$ cat config.mk
export PLATFORM = sky130hd
export DESIGN_NAME = mpgr_ctrl
export DESIGN_NICKNAME = d
export VERILOG_FILES = /design/src/hw/rtl/mpgr_pkg.sv /design/src/hw/rtl/mpgr_ctrl.sv
export SDC_FILE = /design/constraint.sdc
export NUM_CORES = 1
export LEC_CHECK = 0
export ABC_AREA = 0
export BUFFER_PORTS_ARGS = -buffer_cell sky130_fd_sc_hd__buf_2
export CAP_MARGIN = 5
export CORE_AREA = 2 2 39 41
export CTS_CLUSTER_SIZE = 25
export DETAILED_ROUTE_END_ITERATION = 10
export DIE_AREA = 0 0 41 43
export GPL_TIMING_DRIVEN = 0
export PLACE_DENSITY_LB_ADDON = 0.12
export RECOVER_POWER = 50
export SLEW_MARGIN = 20
export SYNTH_ARGS = -nofsm -noshare
export SYNTH_HDL_FRONTEND = slang
export SYNTH_SLANG_ARGS = --single-unit
$ cat constraint.sdc
create_clock -name clk -period 1.3 [get_ports clk]
set_input_delay 0.065 -clock clk [delete_from_list [all_inputs] [get_ports clk]]
set_output_delay 0.065 -clock clk [all_outputs]
set_load 0.01 [all_outputs]
$ cat src/hw/rtl/mpgr_pkg.sv
`default_nettype none
// ----------------------------------------------------------------------------
// mpgr_pkg
// Shared constants and command/status types for the max pool gradient block.
// ----------------------------------------------------------------------------
package mpgr_pkg;
  localparam int MAX_WIDTH    = 32;
  localparam int MAX_HEIGHT   = 32;
  localparam int MAX_CHANNELS = 4;
  localparam int MAX_WINDOW   = 4;
  localparam int SAMPLE_BITS  = 16;
  localparam int GRAD_BITS    = SAMPLE_BITS + 4;
  localparam int CB = $clog2(MAX_WIDTH);
  localparam int RB = $clog2(MAX_HEIGHT);
  localparam int HB = $clog2(MAX_CHANNELS);
  localparam int KB = $clog2(MAX_WINDOW);
  localparam int CELL_BITS = HB + RB + CB;

  localparam logic [1:0] FUNC_FWD  = 2'd0;
  localparam logic [1:0] FUNC_GRAD = 2'd1;
  localparam logic [1:0] FUNC_READ = 2'd2;

  localparam logic [2:0] REG_WIDTH  = 3'd0;
  localparam logic [2:0] REG_HEIGHT = 3'd1;
  localparam logic [2:0] REG_CHAN   = 3'd2;
  localparam logic [2:0] REG_WIN    = 3'd3;
  localparam logic [2:0] REG_STEP   = 3'd4;

  typedef struct packed {
    logic start;        // latch request, set up first scan
    logic scan_step;    // process one window column candidate
    logic grad_read;    // issue winner read
    logic grad_write;   // write saturated sum
    logic read_out;     // read sum for readout
    logic read_clear;   // emit readout and clear
    logic clear_step;   // reset clearing pass
  } cmd_t;

  typedef struct packed {
    logic       no_windows;
    logic       scan_done;
    logic       clear_done;
  } stat_t;
endpackage
`default_nettype wire

$ cat src/hw/rtl/mpgr_ctrl.sv
`default_nettype none
// ----------------------------------------------------------------------------
// mpgr_ctrl
// Sequencer for forward scan, gradient update, readout and reset clearing.
// ----------------------------------------------------------------------------
module mpgr_ctrl (
  input  wire logic             clk,
  input  wire logic             rst,
  input  wire logic             in_valid,
  input  wire logic [1:0]       in_func,
  output logic                  in_ready,
  input  wire logic             res_full,
  input  wire mpgr_pkg::stat_t  stat,
  output mpgr_pkg::cmd_t        cmd
);
  import mpgr_pkg::*;

  localparam logic [2:0] ST_CLEAR = 3'd0;
  localparam logic [2:0] ST_IDLE  = 3'd1;
  localparam logic [2:0] ST_SCAN  = 3'd2;
  localparam logic [2:0] ST_GRD0  = 3'd3;
  localparam logic [2:0] ST_GRD1  = 3'd4;
  localparam logic [2:0] ST_GRD2  = 3'd5;
  localparam logic [2:0] ST_RD0   = 3'd6;
  localparam logic [2:0] ST_RD1   = 3'd7;

  logic [2:0] state, state_next;

  always_comb begin
    cmd = '0;
    state_next = state;
    in_ready = (state == ST_IDLE) && !res_full;
    case (state)
      ST_CLEAR: begin
        cmd.clear_step = 1'b1;
        if (stat.clear_done) state_next = ST_IDLE;
      end
      ST_IDLE: if (in_valid && in_ready) begin
        cmd.start = 1'b1;
        case (in_func)
          FUNC_FWD:  state_next = ST_SCAN;
          FUNC_GRAD: state_next = stat.no_windows ? ST_IDLE : ST_GRD0;
          FUNC_READ: state_next = ST_RD0;
          default:   state_next = ST_IDLE;
        endcase
      end
      ST_SCAN: begin
        if (stat.no_windows || stat.scan_done) state_next = ST_IDLE;
        else cmd.scan_step = 1'b1;
      end
      ST_GRD0: begin cmd.grad_read = 1'b1; state_next = ST_GRD1; end
      ST_GRD1: state_next = ST_GRD2;
      ST_GRD2: begin cmd.grad_write = 1'b1; state_next = ST_IDLE; end
      ST_RD0:  begin cmd.read_out = 1'b1; state_next = ST_RD1; end
      ST_RD1:  begin cmd.read_clear = 1'b1; state_next = ST_IDLE; end
      default: state_next = ST_IDLE;
    endcase
  end

  always_ff @(posedge clk) begin
    if (rst) state <= ST_CLEAR;
    else state <= state_next;
  end

`ifndef ASSERT_OFF
  a_one_cmd: assert property (@(posedge clk) disable iff (rst)
    $onehot0({cmd.start, cmd.scan_step, cmd.grad_write, cmd.read_clear, cmd.clear_step}))
    else $error("more than one command");
  a_wr_after_rd: assert property (@(posedge clk) disable iff (rst)
    cmd.grad_write |-> $past(state) == ST_GRD1)
    else $error("gradient write out of order");
  a_clear_after: assert property (@(posedge clk) disable iff (rst)
    cmd.read_clear |-> $past(cmd.read_out))
    else $error("readout clear without read");
`endif
endmodule
`default_nettype wire

After elaboration in Yosys (flattened, before gate mapping)
Index checks and enable logic that the tools add are counted.

Bits in registers: 3. Input bits: 9. Output and inout bits: 8. Word-level logic and storage cells: 36.

Eq/ne operators: 12. Multiplexer cells: 15. Reduce and logical (&&, ||, !) cells: 8.

Operators by type and width (number): case mux 3 bit (7 select lines) (1); == test 3 bit, second input constant (4); 2-to-1 mux 1 bit (9); 2-to-1 mux 3 bit (3); case mux 3 bit (3 select lines) (1); == test 3 x 2 -> 1 bit, second input constant (2); != test 2 bit, second input constant (2); == test 3 x 1 -> 1 bit, second input constant (1); logical NOT 3 bit (1); AND reduction 3 bit (1); == test 2 x 1 -> 1 bit, second input constant (1); == test 2 bit, second input constant (1); logical AND 1 bit (2); logical NOT 2 bit (1); 2-to-1 mux 2 bit (1); != test 2 x 1 -> 1 bit, second input constant (1); OR reduction 2 bit (1); logical NOT 1 bit (1); logical OR 1 bit (1).

Logic depth before layout (Yosys ltp)
Gate-level depths: netlist (run 1).

Word-level depth: 5. Gate-level depth with buffers: 4. Depth with buffers taken out: 3.

Worst setup path before layout (run 1)
Ideal clock, no wire load.

Path type: flip-flop to flip-flop. Start point: reg state[1]. End point: reg state[1]. Library setup time: 0.070 ns. Data arrival time: 0.980 ns. Required time: 1.230 ns. Path slack: 0.250 ns. Stages on the path, launching flop included: 5. Path through: dfxtp_1 > buf_6 > nor4b_4 > nand3_1 > a21oi_1.

Word-level cells in the longest chain between the ends: 5. Elaborated cells on any way between the ends: 16.

RTL lines: start: declaration (line mpgr_ctrl.sv:27) `logic [2:0] state, state_next;`; start signal: assignment (line mpgr_ctrl.sv:62) `else state <= state_next;`; == test 3 x 1 -> 1 bit (line mpgr_ctrl.sv:32) `in_ready = (state == ST_IDLE) && !res_full;`; logical AND 1 bit (line mpgr_ctrl.sv:32); via in_ready (line mpgr_ctrl.sv:11) `output logic in_ready,`; logical AND 1 bit (line mpgr_ctrl.sv:38) `ST_IDLE: if (in_valid && in_ready) begin`; != test 2 x 1 -> 1 bit (no source line); AND reduction 3 bit (no source line).

The timed path passes the listed nets, and every way through them passes these cells. A chain may end at the register's enable or synchronous reset.

==> flow_summary.ini, run 1 <==
[timing]
final-hold-violation-count = 0
hold_slack_ns = 0.03258
layout_worst_path_cycle_share = 0.9722
rsz0062_at_grt = yes
worst_pin_slew_ns = 0.2367
fin_worst_skew_ns = 0.001448
fmax_mhz = 791.2
report.final.setup_viol = 0
final.min_clock_period_ns = 1.264
slew_headroom = 0.8415
fin_setup_tns_ns = 0
drv_slew = 0
layout_setup_ws_ns = 0.03617

[clock_tree]
clkSinkCount = 3
cts_buffers = 3
clock_latency_ns = 0.23
post_cts_hold_buffer_count = 0
clkSlewWorstSetupHoldPaths_ns = 0.04
cts_root_buf = clkbuf_4
htreeDepth = 1
tritoncts = yes
clk_path_buf_depth = 2

[die]
rows = 14
ioPinCount = 17
core_region_area_um2 = 1384
die_width_um = 41
die_area_um2 = 1763
initial_core_util = 0.1817
floorplan.die.height_um = 43

[run]
maxCapViolations = 0

[cells_and_area]
post_route_cells_drive_above_1_share = 0.5000
stdcell_count = 70
largest_register_ff_count = 3
nets = 64
design_area_um2 = 400.4
largest-register = state
area_added_between_synthesis_and_finish_pct = 59.20
top_regs = state: 3 flops
antenna_cells_inserted = 0

[logic_synthesis]
synth.net_count = 41
synth_edf_count = 0
postSynth.topFlopCell = dfxtp_1
synth_seq_area_share = 0.2388
ys_seq_elements = 3
postSynth.asyncResetShare = 0
yosysUniqueCellTypes = 21
synth.avg_cell_area_um2 = 7.859
ys.warnings.count = 0
synth_cells = 32
synthesis.area_um2 = 251.5

[run_status]
outcome = finished, final reports clean

[grt]
maximum_number_of_pins_on_one_net_before_global_route_repair = 11
gr-total-overflow = 0
grt_pass1_vias = 229
grt_usage = 0.08425
first_pass_grt_wire_length_um = 938
antenna_violations_before_repair = 0

[worst_setup_path]
critical-path-top-delay-family = simple AND/OR/NAND/NOR gates
critical_path_arrival_ns = 1.20
critical-path-slowest-cell = dfxtp_1
required_time_worst_endpoint_ns = 1.24
setup.reg_to_reg.worst_slack_ns = 0.18
setup.worst_path.end_class = output port
worst-path-buf-inv = 2
worstSetupPathDepth = 4
critical_path_maximum_fanout = 9
critPathKind = reg -> out
reg2reg_depth = 5
setup.worst_path.start_class = register
timing.critical_path.cells = buf_6 -> nor4b_4 -> and2_4 -> buf_2
largest_stage_delay_on_the_critical_path_ns = 0.30

[power_and_ir_drop]
total_leakage_power_nw = 0.2012
pwr_density_cell_nw_per_um2 = 859.9
power.ir.vdd_worst_mv = 0.3900

[min_path]
number_of_cells_on_the_worst_hold_path = 2
hold_class = in -> reg

[placed_design]
placed_cells = 64
portBuffers = 16
hpwl_um = 515.9
post_dp_cell_area_um2 = 351.6
globalplace.congestion = 0.6250
preCtsSetupSlack_ns = 0.2080

[drt]
dr.pass1.iters = 3
routed_wl_um = 667
overall_via_count_from_detail_route = 305
route.detailed.vias_per_inst = 4.357
drt_drc_violations_left = 0
post_drt_wl_per_cell_um = 9.529
detail_route.iter0.violations = 4
ant_nets = 0
## cell type report
class | instances | area (um2)
sequential | 3 | 61.31
fill | 166 | 983.4
inverter | 1 | 3.754
multi-input combinational | 25 | 167.7
clock buffer | 4 | 26.28
timing repair buffer | 18 | 93.84
buffer | 3 | 27.53
tap | 16 | 20.02
## cells in the final DEF (no fill, tap or decap), types with 2 or more instances in the layout
master	netlist	routed
buf_2	2	16
nor2_1	4	4
clkbuf_4	0	3
buf_6	1	2
and3_1	2	2
a31oi_1	2	2
or3b_1	2	2
a21oi_1	2	2
o21ai_0	2	2
clkbuf_1	0	2
buf_4	0	2
dfxtp_1	3	2
## per-layer routing
layer / GRT usage / vias up / part of all wire
li1: - / 156 / -
met5: 0 / - / 0
met1: 0.1058 / 134 / 0.50
met3: 0.04712 / 0 / 0.090
met2: 0.1031 / 15 / 0.41
met4: 0.06000 / 0 / 0
## metrics by stage
| stage | util | total power, mW |
|---|---|---|
| after global routing | 0.2893 | 0.3747 |
| final | 0.2893 | 0.3443 |
| after detailed placement | 0.2541 | 0.1702 |
| after global placement | 0.2541 | 0.1710 |
| after floorplan | - | 0.1409 |
| after CTS | 0.2749 | 0.3454 |
## cell families (layout without fill, tap and decap cells)
kind of cell | after synthesis | count (layout) | synth area share
flip-flops | 3 | 3 | 0.2388
buffers and inverters | 4 | 26 | 0.09949
AO/OA/AOI/OAI | 8 | 8 | 0.1940
AND/OR/NAND/NOR | 17 | 17 | 0.4677
## synthesized netlist by cell type (2+ instances only)
library cell  number  area share
buf_2              2       0.040
a21oi_1            2       0.040
dfxtp_1            3        0.24
nor2_1             4       0.060
o21ai_0            2       0.040
or3b_1             2       0.070
and3_1             2       0.050
a31oi_1            2       0.050
## where the power goes
group	internal [mW]	switching [mW]	total, mW	leakage (nW)
Combinational	0.0461	0.0361	0.0821	0.161
Clock	0.115	0.0472	0.162	0.0150
Sequential	0.0977	0.00228	0.100	0.0248
Total	0.259	0.0855	0.344	0.201
## what timing repair did
action	in CTS	in global routing
endpoints found under the setup margin	1	2
hold endpoints to repair	0	0
gates resized for setup	1	3
cloned	0	0
buffers inserted	0	2
pin swaps	1	1
## final timing paths
path / startpoint / endpoint
min: rst / state[0]$_SDFFE_PP0P_
min reg2reg: state[0]$_SDFFE_PP0P_ / state[0]$_SDFFE_PP0P_
max: state[1]$_SDFFE_PP0P_ / cmd[6]
max reg2reg: state[1]$_SDFFE_PP0P_ / state[1]$_SDFFE_PP0P_
No activity file was read; power rests on OpenSTA's default activity.
==> inputs of run 2 (changes only) <==
--- a/config.mk
+++ b/config.mk
@@ -14,7 +14,7 @@
 export DIE_AREA = 0 0 41 43
 export GPL_TIMING_DRIVEN = 0
 export PLACE_DENSITY_LB_ADDON = 0.12
-export RECOVER_POWER = 50
+export RECOVER_POWER = 25
 export SLEW_MARGIN = 20
 export SYNTH_ARGS = -nofsm -noshare
 export SYNTH_HDL_FRONTEND = slang
==> constraint.sdc (replaced) <==
create_clock -name clk -period 1.3 [get_ports clk]
set_input_delay 0.26 -clock clk [delete_from_list [all_inputs] [get_ports clk]]
set_output_delay 0.26 -clock clk [all_outputs]
set_load 0.01 [all_outputs]
==> flow_summary.ini, run 2 (synthesis results as in run 1) <==
[power_and_ir_drop]
total_leakage_power_nw = 0.2086
pwr_density_cell_nw_per_um2 = 833.7
power.combinational.fraction = 0.235
switch_share = 0.2529
share_seq_of_total_power = 0.298
power.internal_mw = 0.2618
netSwitchingPower_mw = 0.08865
post-layout-total-power_mw = 0.3505
power.ir.vdd_worst_mv = 0.3823
power.share.clock = 0.467

[timing]
final.min_clock_period_ns = 1.416
hold_slack_ns = 0.2252
fmax_mhz = 706.2
report.final.setup_viol = 4
drv_slew = 0
worst_pin_slew_ns = 0.2406
layout_setup_ws_ns = -0.1160
fin_worst_skew_ns = 0.001112
rsz0062_at_grt = yes
slew_headroom = 0.8389
final-hold-violation-count = 0
layout_worst_path_cycle_share = 1.089

[cells_and_area]
post_route_cells_drive_above_1_share = 0.6111
design_area_um2 = 420.4
fin_util = 0.3038
layout_commonest_cell = buf_2
largest-register = state
final_cell_mix = buf_2, nor2_1
antenna_cells_inserted = 0
num-fill-cells = 167
area_added_between_synthesis_and_finish_pct = 67.16
regArea_um2 = 63.81
nets = 64
largest_register_ff_count = 3
top_regs = state: 3 flops
multi_input_comb_area_um2 = 175.2

[worst_setup_path]
startpoint = state[1]$_SDFFE_PP0P_
reg2reg_depth = 4
critical-path-top-delay-family = simple AND/OR/NAND/NOR gates
timing.critical_path.cells = nor4b_4 -> and2_4 -> buf_6
setup.worst_path.end_class = output port
rr_endpoint = state[1]$_SDFFE_PP0P_
reg2reg_from = state[1]$_SDFFE_PP0P_
critPathKind = reg -> out
worstSetupPathDepth = 3
worst-path-buf-inv = 1
endpoint = cmd[6]
required_time_worst_endpoint_ns = 1.04
setup.reg_to_reg.worst_slack_ns = 0.20
critical_path_arrival_ns = 1.16
setup.worst_path.start_class = register
largest_stage_delay_on_the_critical_path_ns = 0.34
critical_path_maximum_fanout = 4
critical-path-slowest-cell = dfxtp_2

[drt]
post_drt_wl_per_cell_um = 9.743
met1_length_um = 316
detail_route.iter0.violations = 7
wl_met3_um = 63
routed_wl_um = 682
ant_nets = 0
top_signal_layer_used = met3
overall_via_count_from_detail_route = 315
drt_drc_violations_left = 0
route.detailed.vias_per_inst = 4.500
wire_length_on_met2_um = 302
dr.pass1.iters = 3

[die]
ioPinCount = 17
die_width_um = 41
rows = 14
die_area_um2 = 1763
floorplan.die.height_um = 43
core_region_area_um2 = 1384
initial_core_util = 0.1817

[clock_tree]
htreeDepth = 1
tritoncts = yes
clock_latency_ns = 0.23
clk_path_buf_depth = 2
post_cts_hold_buffer_count = 0
clkSlewWorstSetupHoldPaths_ns = 0.04
cts_buffers = 3
clkSinkCount = 3
cts_root_buf = clkbuf_4

[placed_design]
hpwl_um = 515.9
post_dp_cell_area_um2 = 351.6
portBuffers = 16
preCtsSetupSlack_ns = 0.01918
globalplace.congestion = 0.6250

[min_path]
hold_class = in -> reg
holdCritStartpoint = rst

[grt]
first_pass_grt_wire_length_um = 1021
grt_usage = 0.09127
grt_pass1_vias = 242
antenna_violations_before_repair = 0
maximum_number_of_pins_on_one_net_before_global_route_repair = 11
gr-total-overflow = 0

[run_status]
violations = setup timing
outcome = finished, violations left

[run]
maxCapViolations = 0
-- run 2: cell types whose count changed in the layout (fill, tap and decap cells not counted), sizes merged --
cell,change
buf,+1
clkbuf,-1
-- run 2: per-stage QoR --
stage / std cells / TNS (ns)
after global placement: 64 / 0
after detailed placement: 64 / 0
final: 70 / -0.1659
after CTS: 71 / -0.5389
after global routing: 70 / -0.6418
after floorplan: 32 / 0
-- run 2: timing repair --
item                                    4_1_cts  5_1_grt
hold endpoints to repair                      0        0
pin swaps                                     2        2
gates resized for setup                      10        3
endpoints found under the setup margin        6        8
buffers inserted                              3        1
-- run 2: power groups by stage --
stage          Combinational, mW  Sequential [mW]  Clock [mW]
6_report                  0.0825            0.104       0.164
5_1_grt                   0.0904            0.106       0.185
4_1_cts                   0.0931           0.0995       0.174
3_5_place_dp              0.0705           0.0998           0
3_3_place_gp              0.0713           0.0998           0
2_1_floorplan             0.0414           0.0996           0
-- run 2: metal layers --
metal | vias to the layer above | GRT usage
li1 | 158 | -
met1 | 142 | 0.1186
met2 | 15 | 0.1125
met3 | 0 | 0.04712
met4 | 0 | 0.06000
met5 | - | 0
-- run 2: area by class of cell --
class	instances	share of cell area
buffer	1	0.02679
clock buffer	4	0.06250
inverter	1	0.008929
multi-input combinational	25	0.4167
sequential	3	0.1518
tap	16	0.04762
timing repair buffer	20	0.2857
-- run 2: worst min path at each step --
stage                     depth (start not counted)  slack, ns                    end
after detailed placement                          2       0.48  state[0]$_SDFFE_PP0P_
after CTS                                         2       0.22  state[0]$_SDFFE_PP0P_
after global placement                            2       0.48  state[0]$_SDFFE_PP0P_
after global routing                              2       0.22  state[0]$_SDFFE_PP0P_
after floorplan                                   1       0.33  state[0]$_SDFFE_PP0P_
final                                             2       0.23  state[0]$_SDFFE_PP0P_
